## config.mk

```make
export PLATFORM = sky130hd
export DESIGN_NAME = synth_band_and_serial_word_writer_top
export DESIGN_NICKNAME = d
export VERILOG_FILES = /design/src/rtl/sbsw_pkg.sv /design/src/rtl/sbsw_front.sv /design/src/rtl/sbsw_fifo.sv /design/src/rtl/sbsw_back.sv /design/src/rtl/synth_band_and_serial_word_writer_top.sv
export SDC_FILE = /design/constraint.sdc
export NUM_CORES = 1
export LEC_CHECK = 0
export BUFFER_PORTS_ARGS = -buffer_cell sky130_fd_sc_hd__buf_2
export CORE_ASPECT_RATIO = 0.5
export CORE_UTILIZATION = 29
export CTS_CLUSTER_DIAMETER = 40
export DETAILED_ROUTE_END_ITERATION = 8
export GPL_TIMING_DRIVEN = 0
export HOLD_SLACK_MARGIN = 0.03
export PLACE_DENSITY_LB_ADDON = 0.3
export SLEW_MARGIN = 10
export SYNTH_ARGS = -nofsm -noshare
export SYNTH_HDL_FRONTEND = slang
export SYNTH_SLANG_ARGS = --single-unit
```

## constraint.sdc

```tcl
create_clock -name clk -period 21.3 [get_ports clk]
set_input_delay 4.26 -clock clk [delete_from_list [all_inputs] [get_ports clk]]
set_output_delay 4.26 -clock clk [all_outputs]
set_load 0.005 [all_outputs]
```

## src/rtl/sbsw_pkg.sv

```systemverilog
// Shared types, constants and a helper function of the band and serial word writer.
// Has no dependencies; every other file of the block but sbsw_fifo imports it.
`default_nettype none

package sbsw_pkg;

	// Width of the widest configuration register.
	localparam int CFG_DATA_W = 16;
	localparam int CFG_ADDR_W = 2;

	// Register indices of the configuration port.
	typedef enum logic [CFG_ADDR_W-1:0] {
		REG_GAIN_CODE   = 2'd0,
		REG_ATTENUATOR  = 2'd1,
		REG_PREFIX_BITS = 2'd2,
		REG_FREQ_OFFSET = 2'd3
	} cfg_reg_t;

	localparam int FREQ_W   = 16;
	localparam int GAIN_W   = 3;
	localparam int BAND_W   = 3;
	localparam int PFX_W    = 3;
	localparam int DIV_W    = 16;
	localparam int CTRL_W   = 8;
	localparam int NIB_W    = 4;
	localparam int SUM_W    = FREQ_W + 1;
	localparam int DBL_W    = SUM_W + 1;
	localparam int RECIP_W  = 16;
	localparam int PROD_W   = DBL_W + RECIP_W;
	localparam int RECIP_SH = 18;

	// floor(x / 5) equals (x * 52429) >> 18 for every x below 2**18.
	localparam logic [RECIP_W-1:0] RECIP_5 = 16'd52429;

	localparam logic [GAIN_W-1:0]  GAIN_RESET   = 3'd0;
	localparam logic               ATTEN_RESET  = 1'b0;
	localparam logic [PFX_W-1:0]   PREFIX_RESET = 3'd4;
	localparam logic [FREQ_W-1:0]  OFFSET_RESET = 16'd63000;

	localparam logic [NIB_W-1:0] NIB_XOR = 4'hB;

	// Band thresholds in kHz; entry zero is never tested.
	localparam logic [FREQ_W-1:0] BAND_EDGE [8] = '{
		16'd0, 16'd3555, 16'd8675, 16'd13795,
		16'd18915, 16'd24035, 16'd29155, 16'd34280
	};

	typedef struct packed {
		logic [NIB_W-1:0] first;
		logic [NIB_W-1:0] second;
		logic [NIB_W-1:0] third;
		logic [NIB_W-1:0] fourth;
	} nib_set_t;

	typedef struct packed {
		logic              port_select;
		logic [CTRL_W-1:0] control_byte;
		nib_set_t          nib;
		logic              last;
	} res_t;

	// Four control port writes for one serial bit. The latch variant uses the raised
	// code less four on the third write.
	function automatic nib_set_t nib_for_bit(input logic b, input logic latch);
		nib_set_t         n;
		logic [NIB_W-1:0] base;
		base     = {2'b01, b, 1'b0};
		n.first  = base ^ NIB_XOR;
		n.second = {2'b01, b, 1'b1} ^ NIB_XOR;
		n.third  = latch ? ({2'b00, b, 1'b1} ^ NIB_XOR) : n.second;
		n.fourth = n.first;
		return n;
	endfunction

endpackage

`default_nettype wire

```

## src/rtl/sbsw_front.sv

```systemverilog
// Front end: accepts frequency requests, finds the band, builds the control
// byte and computes the divider in two pipeline stages. Depends on sbsw_pkg.
`default_nettype none

module sbsw_front #(
	parameter int DIVIDER_BITS = 16,
	parameter int PREFIX_LEN   = 3,
	parameter int JOB_W        = 8 + PREFIX_LEN + DIVIDER_BITS
) (
	input  wire logic                          clk,
	input  wire logic                          arst_n,
	input  wire logic [sbsw_pkg::GAIN_W-1:0]   gain_code,
	input  wire logic                          attenuator_on,
	input  wire logic [sbsw_pkg::PFX_W-1:0]    prefix_bits,
	input  wire logic [sbsw_pkg::FREQ_W-1:0]   frequency_offset,
	input  wire logic                          in_valid,
	output logic                               in_ready,
	input  wire logic [sbsw_pkg::FREQ_W-1:0]   frequency_khz,
	output logic                               push_valid,
	input  wire logic                          push_ready,
	output logic [JOB_W-1:0]                   push_data
);
	import sbsw_pkg::*;

	logic                  v_s1;
	logic [FREQ_W-1:0]     f_s1;
	logic                  v_s2;
	logic [CTRL_W-1:0]     ctrl_s2;
	logic [PFX_W-1:0]      pfx_s2;
	logic [PROD_W-1:0]     prod_s2;

	logic                  s2_free;
	logic                  mv1;
	logic [BAND_W-1:0]     band_c;
	logic [SUM_W-1:0]      sum_c;
	logic [DBL_W-1:0]      dbl_c;
	logic [PROD_W-1:0]     prod_c;
	logic [DIV_W-1:0]      div_c;
	logic [PREFIX_LEN+PFX_W-1:0]   pfx_ext;
	logic [DIVIDER_BITS+DIV_W-1:0] div_ext;

	assign s2_free  = !v_s2 || push_ready;
	assign mv1      = v_s1 && s2_free;
	assign in_ready = !v_s1 || s2_free;

	always_comb begin
		band_c = '0;
		for (int i = 1; i < 8; i++) begin
			if (f_s1 > BAND_EDGE[i]) begin
				band_c = BAND_W'(i);
			end
		end
	end

	assign sum_c  = {1'b0, f_s1} + {1'b0, frequency_offset};
	assign dbl_c  = {sum_c, 1'b0};
	assign prod_c = PROD_W'(dbl_c) * PROD_W'(RECIP_5);

	always_ff @(posedge clk or negedge arst_n) begin
		if (!arst_n) begin
			v_s1 <= 1'b0;
			v_s2 <= 1'b0;
		end else begin
			if (in_ready) begin
				v_s1 <= in_valid;
			end
			if (s2_free) begin
				v_s2 <= v_s1;
			end
		end
	end

	always_ff @(posedge clk) begin
		if (in_valid && in_ready) begin
			f_s1 <= frequency_khz;
		end
		if (mv1) begin
			ctrl_s2 <= {1'b1, gain_code, band_c, attenuator_on};
			pfx_s2  <= prefix_bits;
			prod_s2 <= prod_c;
		end
	end

	// Bits of the prefix and divider beyond their natural widths go out as zero.
	assign div_c   = prod_s2[RECIP_SH +: DIV_W];
	assign pfx_ext = {{PREFIX_LEN{1'b0}}, pfx_s2};
	assign div_ext = {{DIVIDER_BITS{1'b0}}, div_c};

	assign push_valid = v_s2;
	assign push_data  = {ctrl_s2, pfx_ext[PREFIX_LEN-1:0], div_ext[DIVIDER_BITS-1:0]};

endmodule

`default_nettype wire

```

## src/rtl/sbsw_fifo.sv

```systemverilog
// Short request queue between the front end and the serialiser.
// Self-contained; uses no package.
`default_nettype none

module sbsw_fifo #(
	parameter int WIDTH = 27,
	parameter int DEPTH = 2
) (
	input  wire logic             clk,
	input  wire logic             arst_n,
	input  wire logic             push_valid,
	output logic                  push_ready,
	input  wire logic [WIDTH-1:0] push_data,
	output logic                  pop_valid,
	input  wire logic             pop_ready,
	output logic [WIDTH-1:0]      pop_data
);
	localparam int PTR_W = (DEPTH > 1) ? $clog2(DEPTH) : 1;
	localparam int CNT_W = $clog2(DEPTH + 1);

	logic [WIDTH-1:0] mem_q [DEPTH];
	logic [PTR_W-1:0] wr_ptr_q;
	logic [PTR_W-1:0] rd_ptr_q;
	logic [CNT_W-1:0] count_q;
	logic             do_push;
	logic             do_pop;

	assign push_ready = count_q != CNT_W'(DEPTH);
	assign pop_valid  = count_q != '0;
	assign pop_data   = mem_q[rd_ptr_q];
	assign do_push    = push_valid && push_ready;
	assign do_pop     = pop_valid && pop_ready;

	always_ff @(posedge clk or negedge arst_n) begin
		if (!arst_n) begin
			wr_ptr_q <= '0;
			rd_ptr_q <= '0;
			count_q  <= '0;
		end else begin
			if (do_push) begin
				wr_ptr_q <= (wr_ptr_q == PTR_W'(DEPTH - 1)) ? '0 : wr_ptr_q + 1'b1;
			end
			if (do_pop) begin
				rd_ptr_q <= (rd_ptr_q == PTR_W'(DEPTH - 1)) ? '0 : rd_ptr_q + 1'b1;
			end
			if (do_push && !do_pop) begin
				count_q <= count_q + 1'b1;
			end else if (do_pop && !do_push) begin
				count_q <= count_q - 1'b1;
			end
		end
	end

	always_ff @(posedge clk) begin
		if (do_push) begin
			mem_q[wr_ptr_q] <= push_data;
		end
	end

endmodule

`default_nettype wire

```

## src/rtl/sbsw_back.sv

```systemverilog
// Serialiser: takes one queued request, delivers its control byte, then every serial
// bit as one result per cycle while its output register is free. Depends on sbsw_pkg.
`default_nettype none

module sbsw_back #(
	parameter int DIVIDER_BITS = 16,
	parameter int PREFIX_LEN   = 3,
	parameter int JOB_W        = 8 + PREFIX_LEN + DIVIDER_BITS
) (
	input  wire logic             clk,
	input  wire logic             arst_n,
	input  wire logic             pop_valid,
	output logic                  pop_ready,
	input  wire logic [JOB_W-1:0] pop_data,
	output logic                  out_valid,
	input  wire logic             out_ready,
	output sbsw_pkg::res_t        out_res
);
	import sbsw_pkg::*;

	localparam int SEQ_W   = PREFIX_LEN + DIVIDER_BITS;
	localparam int SEQ_LEN = 1 + SEQ_W;
	localparam int CNT_W   = $clog2(SEQ_LEN);

	logic              busy_q;
	logic [CNT_W-1:0]  cnt_q;
	logic [CTRL_W-1:0] ctrl_q;
	logic [SEQ_W-1:0]  shift_q;
	logic              out_valid_q;
	res_t              res_q;

	logic              out_free;
	logic              emit;
	logic              is_last;
	logic              pop;
	res_t              res_c;

	assign out_free  = !out_valid_q || out_ready;
	assign emit      = busy_q && out_free;
	assign is_last   = cnt_q == CNT_W'(SEQ_LEN - 1);
	assign pop       = pop_valid && (!busy_q || (emit && is_last));
	assign pop_ready = !busy_q || (emit && is_last);

	always_comb begin
		res_c.port_select  = cnt_q != '0;
		res_c.control_byte = res_c.port_select ? '0 : ctrl_q;
		res_c.nib          = res_c.port_select ? nib_for_bit(shift_q[SEQ_W-1], is_last) : '0;
		res_c.last         = is_last;
	end

	always_ff @(posedge clk or negedge arst_n) begin
		if (!arst_n) begin
			busy_q      <= 1'b0;
			cnt_q       <= '0;
			out_valid_q <= 1'b0;
		end else begin
			if (out_free) begin
				out_valid_q <= emit;
			end
			if (pop) begin
				busy_q <= 1'b1;
				cnt_q  <= '0;
			end else if (emit) begin
				cnt_q <= cnt_q + 1'b1;
				if (is_last) begin
					busy_q <= 1'b0;
				end
			end
		end
	end

	always_ff @(posedge clk) begin
		if (pop) begin
			ctrl_q  <= pop_data[JOB_W-1 -: CTRL_W];
			shift_q <= pop_data[SEQ_W-1:0];
		end else if (emit && cnt_q != '0) begin
			shift_q <= {shift_q[SEQ_W-2:0], 1'b0};
		end
		if (emit) begin
			res_q <= res_c;
		end
	end

	assign out_valid = out_valid_q;
	assign out_res   = res_q;

endmodule

`default_nettype wire

```

## src/rtl/synth_band_and_serial_word_writer_top.sv

```systemverilog
// Top level of the band and serial word writer: configuration registers, front end,
// request queue and serialiser. Depends on sbsw_pkg, sbsw_front, sbsw_fifo and sbsw_back.
//
// Each accepted request carries a sounding frequency in kHz and produces a burst of
// 1 + PREFIX_LEN + DIVIDER_BITS results (20 with the default parameters): first the
// control byte for the data port, built from the attenuator flag, the band (the
// highest of seven thresholds that the frequency exceeds, zero if none), the gain
// code and a fixed top bit; then the register select prefix and the divider
// floor(2*(f + offset)/5), each bit most significant first as four control port
// nibbles, with the latch code in the third nibble of the final divider bit and
// last raised on that result. The serialiser delivers one result per clock while
// its output register is free, which sets the block's rate, and takes the next
// request as it delivers the last result of the one before. The front end takes a
// new request every cycle while the queue has room, so requests keep arriving while
// an earlier burst is still being delivered. When the block is otherwise empty, a
// request is registered in the front end, the queue and the serialiser before its
// first result reaches the output register. The divider uses a constant reciprocal
// multiply rather than a divider. Configuration registers are written through a
// plain write port and must only be changed while no request is in flight.
`default_nettype none

module synth_band_and_serial_word_writer_top #(
	parameter int DIVIDER_BITS = 16,
	parameter int PREFIX_LEN   = 3,
	parameter int QUEUE_DEPTH  = 2
) (
	input  wire logic                              clk,
	input  wire logic                              arst_n,
	input  wire logic                              cfg_we,
	input  wire logic [sbsw_pkg::CFG_ADDR_W-1:0]   cfg_addr,
	input  wire logic [sbsw_pkg::CFG_DATA_W-1:0]   cfg_wdata,
	input  wire logic                              in_valid,
	output logic                                   in_ready,
	input  wire logic [sbsw_pkg::FREQ_W-1:0]       frequency_khz,
	output logic                                   out_valid,
	input  wire logic                              out_ready,
	output logic                                   port_select,
	output logic [sbsw_pkg::CTRL_W-1:0]            control_byte,
	output logic [sbsw_pkg::NIB_W-1:0]             nibble_first,
	output logic [sbsw_pkg::NIB_W-1:0]             nibble_second,
	output logic [sbsw_pkg::NIB_W-1:0]             nibble_third,
	output logic [sbsw_pkg::NIB_W-1:0]             nibble_fourth,
	output logic                                   last
);
	import sbsw_pkg::*;

	// A queued request holds the control byte and the serial bit stream.
	localparam int JOB_W = CTRL_W + PREFIX_LEN + DIVIDER_BITS;

	logic [GAIN_W-1:0] gain_code_q;
	logic              attenuator_on_q;
	logic [PFX_W-1:0]  prefix_bits_q;
	logic [FREQ_W-1:0] frequency_offset_q;

	logic              push_valid;
	logic              push_ready;
	logic [JOB_W-1:0]  push_data;
	logic              pop_valid;
	logic              pop_ready;
	logic [JOB_W-1:0]  pop_data;
	res_t              out_res;

	// Configuration registers; writes to an index without a register fall through.
	always_ff @(posedge clk or negedge arst_n) begin
		if (!arst_n) begin
			gain_code_q        <= GAIN_RESET;
			attenuator_on_q    <= ATTEN_RESET;
			prefix_bits_q      <= PREFIX_RESET;
			frequency_offset_q <= OFFSET_RESET;
		end else if (cfg_we) begin
			case (cfg_reg_t'(cfg_addr))
				REG_GAIN_CODE: begin
					gain_code_q <= cfg_wdata[GAIN_W-1:0];
				end
				REG_ATTENUATOR: begin
					attenuator_on_q <= cfg_wdata[0];
				end
				REG_PREFIX_BITS: begin
					prefix_bits_q <= cfg_wdata[PFX_W-1:0];
				end
				REG_FREQ_OFFSET: begin
					frequency_offset_q <= cfg_wdata[FREQ_W-1:0];
				end
				default: begin
				end
			endcase
		end
	end

	// The front end classifies the request and computes the divider.
	sbsw_front #(
		.DIVIDER_BITS (DIVIDER_BITS),
		.PREFIX_LEN   (PREFIX_LEN),
		.JOB_W        (JOB_W)
	) u_front (
		.clk              (clk),
		.arst_n           (arst_n),
		.gain_code        (gain_code_q),
		.attenuator_on    (attenuator_on_q),
		.prefix_bits      (prefix_bits_q),
		.frequency_offset (frequency_offset_q),
		.in_valid         (in_valid),
		.in_ready         (in_ready),
		.frequency_khz    (frequency_khz),
		.push_valid       (push_valid),
		.push_ready       (push_ready),
		.push_data        (push_data)
	);

	// The queue lets the front end run ahead while a burst is being delivered.
	sbsw_fifo #(
		.WIDTH (JOB_W),
		.DEPTH (QUEUE_DEPTH)
	) u_fifo (
		.clk        (clk),
		.arst_n     (arst_n),
		.push_valid (push_valid),
		.push_ready (push_ready),
		.push_data  (push_data),
		.pop_valid  (pop_valid),
		.pop_ready  (pop_ready),
		.pop_data   (pop_data)
	);

	// The serialiser walks each request through its results.
	sbsw_back #(
		.DIVIDER_BITS (DIVIDER_BITS),
		.PREFIX_LEN   (PREFIX_LEN),
		.JOB_W        (JOB_W)
	) u_back (
		.clk       (clk),
		.arst_n    (arst_n),
		.pop_valid (pop_valid),
		.pop_ready (pop_ready),
		.pop_data  (pop_data),
		.out_valid (out_valid),
		.out_ready (out_ready),
		.out_res   (out_res)
	);

	assign port_select   = out_res.port_select;
	assign control_byte  = out_res.control_byte;
	assign nibble_first  = out_res.nib.first;
	assign nibble_second = out_res.nib.second;
	assign nibble_third  = out_res.nib.third;
	assign nibble_fourth = out_res.nib.fourth;
	assign last          = out_res.last;

	// The final result of a burst is always a nibble write carrying the latch code.
	a_last_is_latch: assert property (@(posedge clk) disable iff (!arst_n)
		out_valid && last |-> port_select && (nibble_third != nibble_second))
		else $error("final result lacks the latch nibble");

	// A control byte result always has its top bit set and its nibbles cleared.
	a_ctrl_form: assert property (@(posedge clk) disable iff (!arst_n)
		out_valid && !port_select |-> control_byte[CTRL_W-1] && (nibble_first == '0))
		else $error("malformed control byte result");

	// A nibble result repeats its first write as its fourth and carries no control byte.
	a_nib_form: assert property (@(posedge clk) disable iff (!arst_n)
		out_valid && port_select |-> (nibble_fourth == nibble_first) && (control_byte == '0))
		else $error("malformed nibble result");

	// A delivered final result is followed either by nothing or by a control byte.
	a_burst_start: assert property (@(posedge clk) disable iff (!arst_n)
		out_valid && out_ready && last ##1 out_valid |-> !port_select)
		else $error("burst did not start with a control byte");

endmodule

`default_nettype wire

```

==> flow_summary.rst <==
.. list-table::
   :header-rows: 1

   * - Metric
     - Value
   * - Ratio of cells with drive above 1 in the final layout
     - 14.2%
   * - All-Layer GR Usage
     - 12.3%
   * - Dominant register cell in the synthesized netlist
     - edfxtp_1
   * - Detail Placement HPWL
     - 21,400 µm
   * - Post-Layout Cell Count
     - 1,731
   * - Placeable core region
     - 41,200 µm²
   * - Gate Count Post-Synth
     - 1,065
   * - Cells taking the most area after synthesis
     - edfxtp_1 32%, ha_1 16%, fa_1 13%
   * - Initial standard-cell utilization of the core
     - 30.0%
   * - Cell type with the highest aggregate area in the netlist
     - edfxtp_1
   * - Highest-delay cell along the critical path
     - xor2_1
   * - Critical Path Start Type
     - flip-flop
   * - Filler Cells Inserted
     - 4,059
   * - Final sum of negative setup slack
     - 0 ns
   * - Critical Path End Type
     - flip-flop
   * - CP dominant cell by count
     - fa_1
   * - Length of the first detailed-routing pass in iterations
     - 5
   * - Count of pins on the block boundary
     - 67
   * - Delay contributed by the slowest stage of the critical path
     - 0.70 ns
   * - Cells on worst reg2reg path
     - 25
   * - Antenna violation net count after detailed routing
     - 0
   * - Fraction of the cycle the final worst path needs
     - 37.6%
   * - WL final
     - 25,800 µm
   * - Worst Path Class, Setup
     - reg2reg
   * - Data arrival time of the critical path
     - 8.20 ns
   * - Number of hold-slack violations in the final timing report
     - 0
   * - Number of warnings reported in the yosys synthesis log
     - 0
   * - Crit path required time
     - 21.48 ns
   * - Worst setup path end
     - u_front.prod_s2[31]$_DFFE_PP_
   * - IO Port Bufs
     - 64
   * - Placed cell count
     - 1,698
   * - Clk Tree Root Cell
     - clkbuf_16
   * - Max clock buf depth
     - 2
   * - Average size of a mapped cell
     - 11.6 µm²
   * - Number of antenna violations at the first check in global routing
     - 0
   * - Max_cap viols
     - 0
   * - Wirelength per Cell
     - 14.9 µm
   * - TritonCTS clock tree
     - built
   * - Library cells used by synthesis
     - 70
   * - RSZ-0062 raised after global routing
     - false
   * - Row Count
     - 52
   * - CTS buffer count
     - 17
   * - Final max-slew violation count
     - 0
   * - Y dimension of the die
     - 148 µm
   * - Die extent in x
     - 294 µm
   * - Final setup violation count
     - 0
   * - Avg Vias per Cell
     - 4.50
   * - Number of storage elements in the synthesis netlist
     - 169
   * - Worst setup startpoint
     - frequency_offset_q[0]$_DFFE_PN0P_
   * - Count of cells resized by post-cts repair
     - 0
   * - Clk sink count
     - 169
   * - Slew @ Worst Pin
     - 0.886 ns
   * - Result of the run
     - finished clean
   * - Source-to-sink clock delay at the later pin of the worst-skew pair
     - 0.43 ns
   * - Mapped cell area
     - 12,300 µm²
   * - Crit Reg-Reg Endpoint
     - u_front.prod_s2[31]$_DFFE_PP_
   * - Buffers inserted during post-CTS setup optimization
     - 0
   * - Final Wtd Congestion
     - 0.849
   * - Total congestion overflow
     - 0
   * - Fraction of registers with async set or reset after synthesis
     - 21.3%
   * - CTS clk-pin slew, worst paths
     - 0.06 ns
   * - Worst clock skew
     - 0.0125 ns
   * - Via count
     - 7,792
   * - Worst-case headroom to the max-slew limit
     - 40.7%
   * - Area fraction of the dominant cell type after synthesis
     - 32.4%
   * - Start of the worst register-to-register path
     - frequency_offset_q[0]$_DFFE_PN0P_
   * - Minimum hold slack
     - 0.441 ns
   * - First-pass GRT wire length
     - 41,700 µm
   * - Worst-path fanout max
     - 8
   * - H-tree depth reported by CTS
     - 4
   * - Largest net degree at the start of global routing
     - 37
   * - Final period demand of the worst path
     - 8.02 ns
   * - Area added between synthesis and finish
     - 13.7%
   * - Setup slack of the most critical reg-to-reg path
     - 13.28 ns
   * - NumNets Final
     - 1,422
   * - Hold Crit Class
     - reg2reg
   * - Number of global-route vias before repair
     - 7,942
   * - Number of flops mapped to enable cells by yosys
     - 133
   * - Area of the die
     - 43,400 µm²
   * - Sequential element share of the synthesized area
     - 39.8%
   * - Drt drc
     - 0
   * - Initial DRC count
     - 353
   * - Number of hold-repair buffers added at the cts stage
     - 0
   * - Maximum clock frequency
     - 0.125 GHz
-- how the worst min path moves through the flow --
| stage | startpoint | endpoint | cells past startpoint |
|---|---|---|---|
| finish | u_front.ctrl_s2[6]$_DFFE_PP_ | u_fifo.mem_q[1][25]$_DFFE_PP_ | 0 |
| global route | u_front.ctrl_s2[6]$_DFFE_PP_ | u_fifo.mem_q[0][25]$_DFFE_PP_ | 0 |
| CTS | u_front.ctrl_s2[6]$_DFFE_PP_ | u_fifo.mem_q[0][25]$_DFFE_PP_ | 0 |
| detailed placement | u_front.ctrl_s2[6]$_DFFE_PP_ | u_fifo.mem_q[1][25]$_DFFE_PP_ | 0 |
| global placement | u_front.prod_s2[26]$_DFFE_PP_ | u_fifo.mem_q[0][8]$_DFFE_PP_ | 0 |
| floorplan | attenuator_on_q$_DFFE_PN0P_ | u_front.ctrl_s2[0]$_DFFE_PP_ | 0 |
-- routing by layer --
layer,routed length (µm),track usage (%),vias to the layer above
met2,12100,20.0,104
met3,701,2.00,18
li1,-,-,3848
met1,12700,17.1,3822
met5,0,0,-
met4,280,3.46,0
-- placed cells by master, fill, tap and decap left out, types with 7 or more instances in the layout --
master / n
a21o_1: 20
a21oi_1: 64
a31oi_1: 7
and2_1: 16
buf_2: 66
buf_4: 13
clkbuf_1: 22
clkbuf_16: 17
dfrtp_1: 27
dfstp_2: 9
edfxtp_1: 133
fa_1: 79
ha_1: 154
inv_1: 163
mux2_2: 31
mux2i_1: 20
nand2_1: 37
nand2b_1: 9
nand3_1: 10
nand4_1: 11
nor2_1: 49
nor3_1: 9
o211ai_1: 7
o21ai_0: 22
xnor2_1: 35
xor2_1: 29
-- final cells by class --
cell class	count	area [µm²]	area share, %
Buffer	38	201	1.44
Sequential cell	169	4910	35.0
Multi-Input combinational cell	695	6640	47.3
Clock inverter	13	186	1.33
Clock buffer	19	443	3.16
Inverter	164	616	4.39
Tap cell	567	709	5.05
Antenna cell	1	2.50	0.0178
Timing Repair Buffer	65	335	2.39
-- worst max-delay path, delay by kind of cell, from the launching register on --
family	cells	cell delay, ns
flops	1	0.48
simple gates	5	1.01
buf+inv	3	0.15
compound gates	6	1.50
xor+xnor	2	0.85
fa+ha+maj	9	3.79
-- registers in the layout (all words and copies together) (netlist names), 2 cells and up --
name / flops
frequency_offset_q: 16
gain_code_q: 3
prefix_bits_q: 3
u_front.ctrl_s2: 7
u_back.out_res: 13
u_front.prod_s2: 16
u_front.f_s1: 16
u_back.shift_q: 19
u_front.pfx_s2: 3
u_fifo.count_q: 2
u_fifo.mem_q: 52
u_back.cnt_q: 5
u_back.ctrl_q: 7
-- synthesized netlist by cell type (5+ instances only) --
master,number
ha_1,154
a31oi_1,7
clkbuf_1,21
xnor2_1,35
a21oi_1,64
dfstp_2,9
buf_4,13
edfxtp_1,133
o211ai_1,7
mux2_2,31
nor3_1,9
dfrtp_1,27
o21ai_1,6
o21ai_0,23
nand2b_1,9
nand2_1,37
and2_1,17
o21bai_1,5
inv_1,163
mux2i_1,20
nand4_1,11
nand3_1,10
fa_1,79
a21o_1,20
o21a_1,6
nor2_1,50
xor2_1,29
-- metrics by stage --
stage / setup slack, ns / instance area, µm² / util [%]
floorplan: 14.52 / 12300 / -
global placement: 13.38 / 13400 / 32.5
detailed placement: 13.33 / 13400 / 32.5
CTS: 13.31 / 14000 / 34.1
global route: 12.88 / 14000 / 34.1
finish: 13.28 / 14000 / 34.1
-- logic make-up after synthesis --
kind of cell / after synthesis / share of synthesized area (%)
buffers and inverters: 202 / 6.62
flip-flops: 169 / 39.8
multiplexers: 52 / 4.54
adder cells (fa/ha/maj): 235 / 28.6
AO/OA/AOI/OAI: 175 / 9.09
other: 1 / 0.0304
XOR/XNOR: 66 / 4.81
AND/OR/NAND/NOR: 165 / 6.56
Power is not shown: default switching activity piles up to over one toggle a cycle in this logic, so the estimate is an artifact.
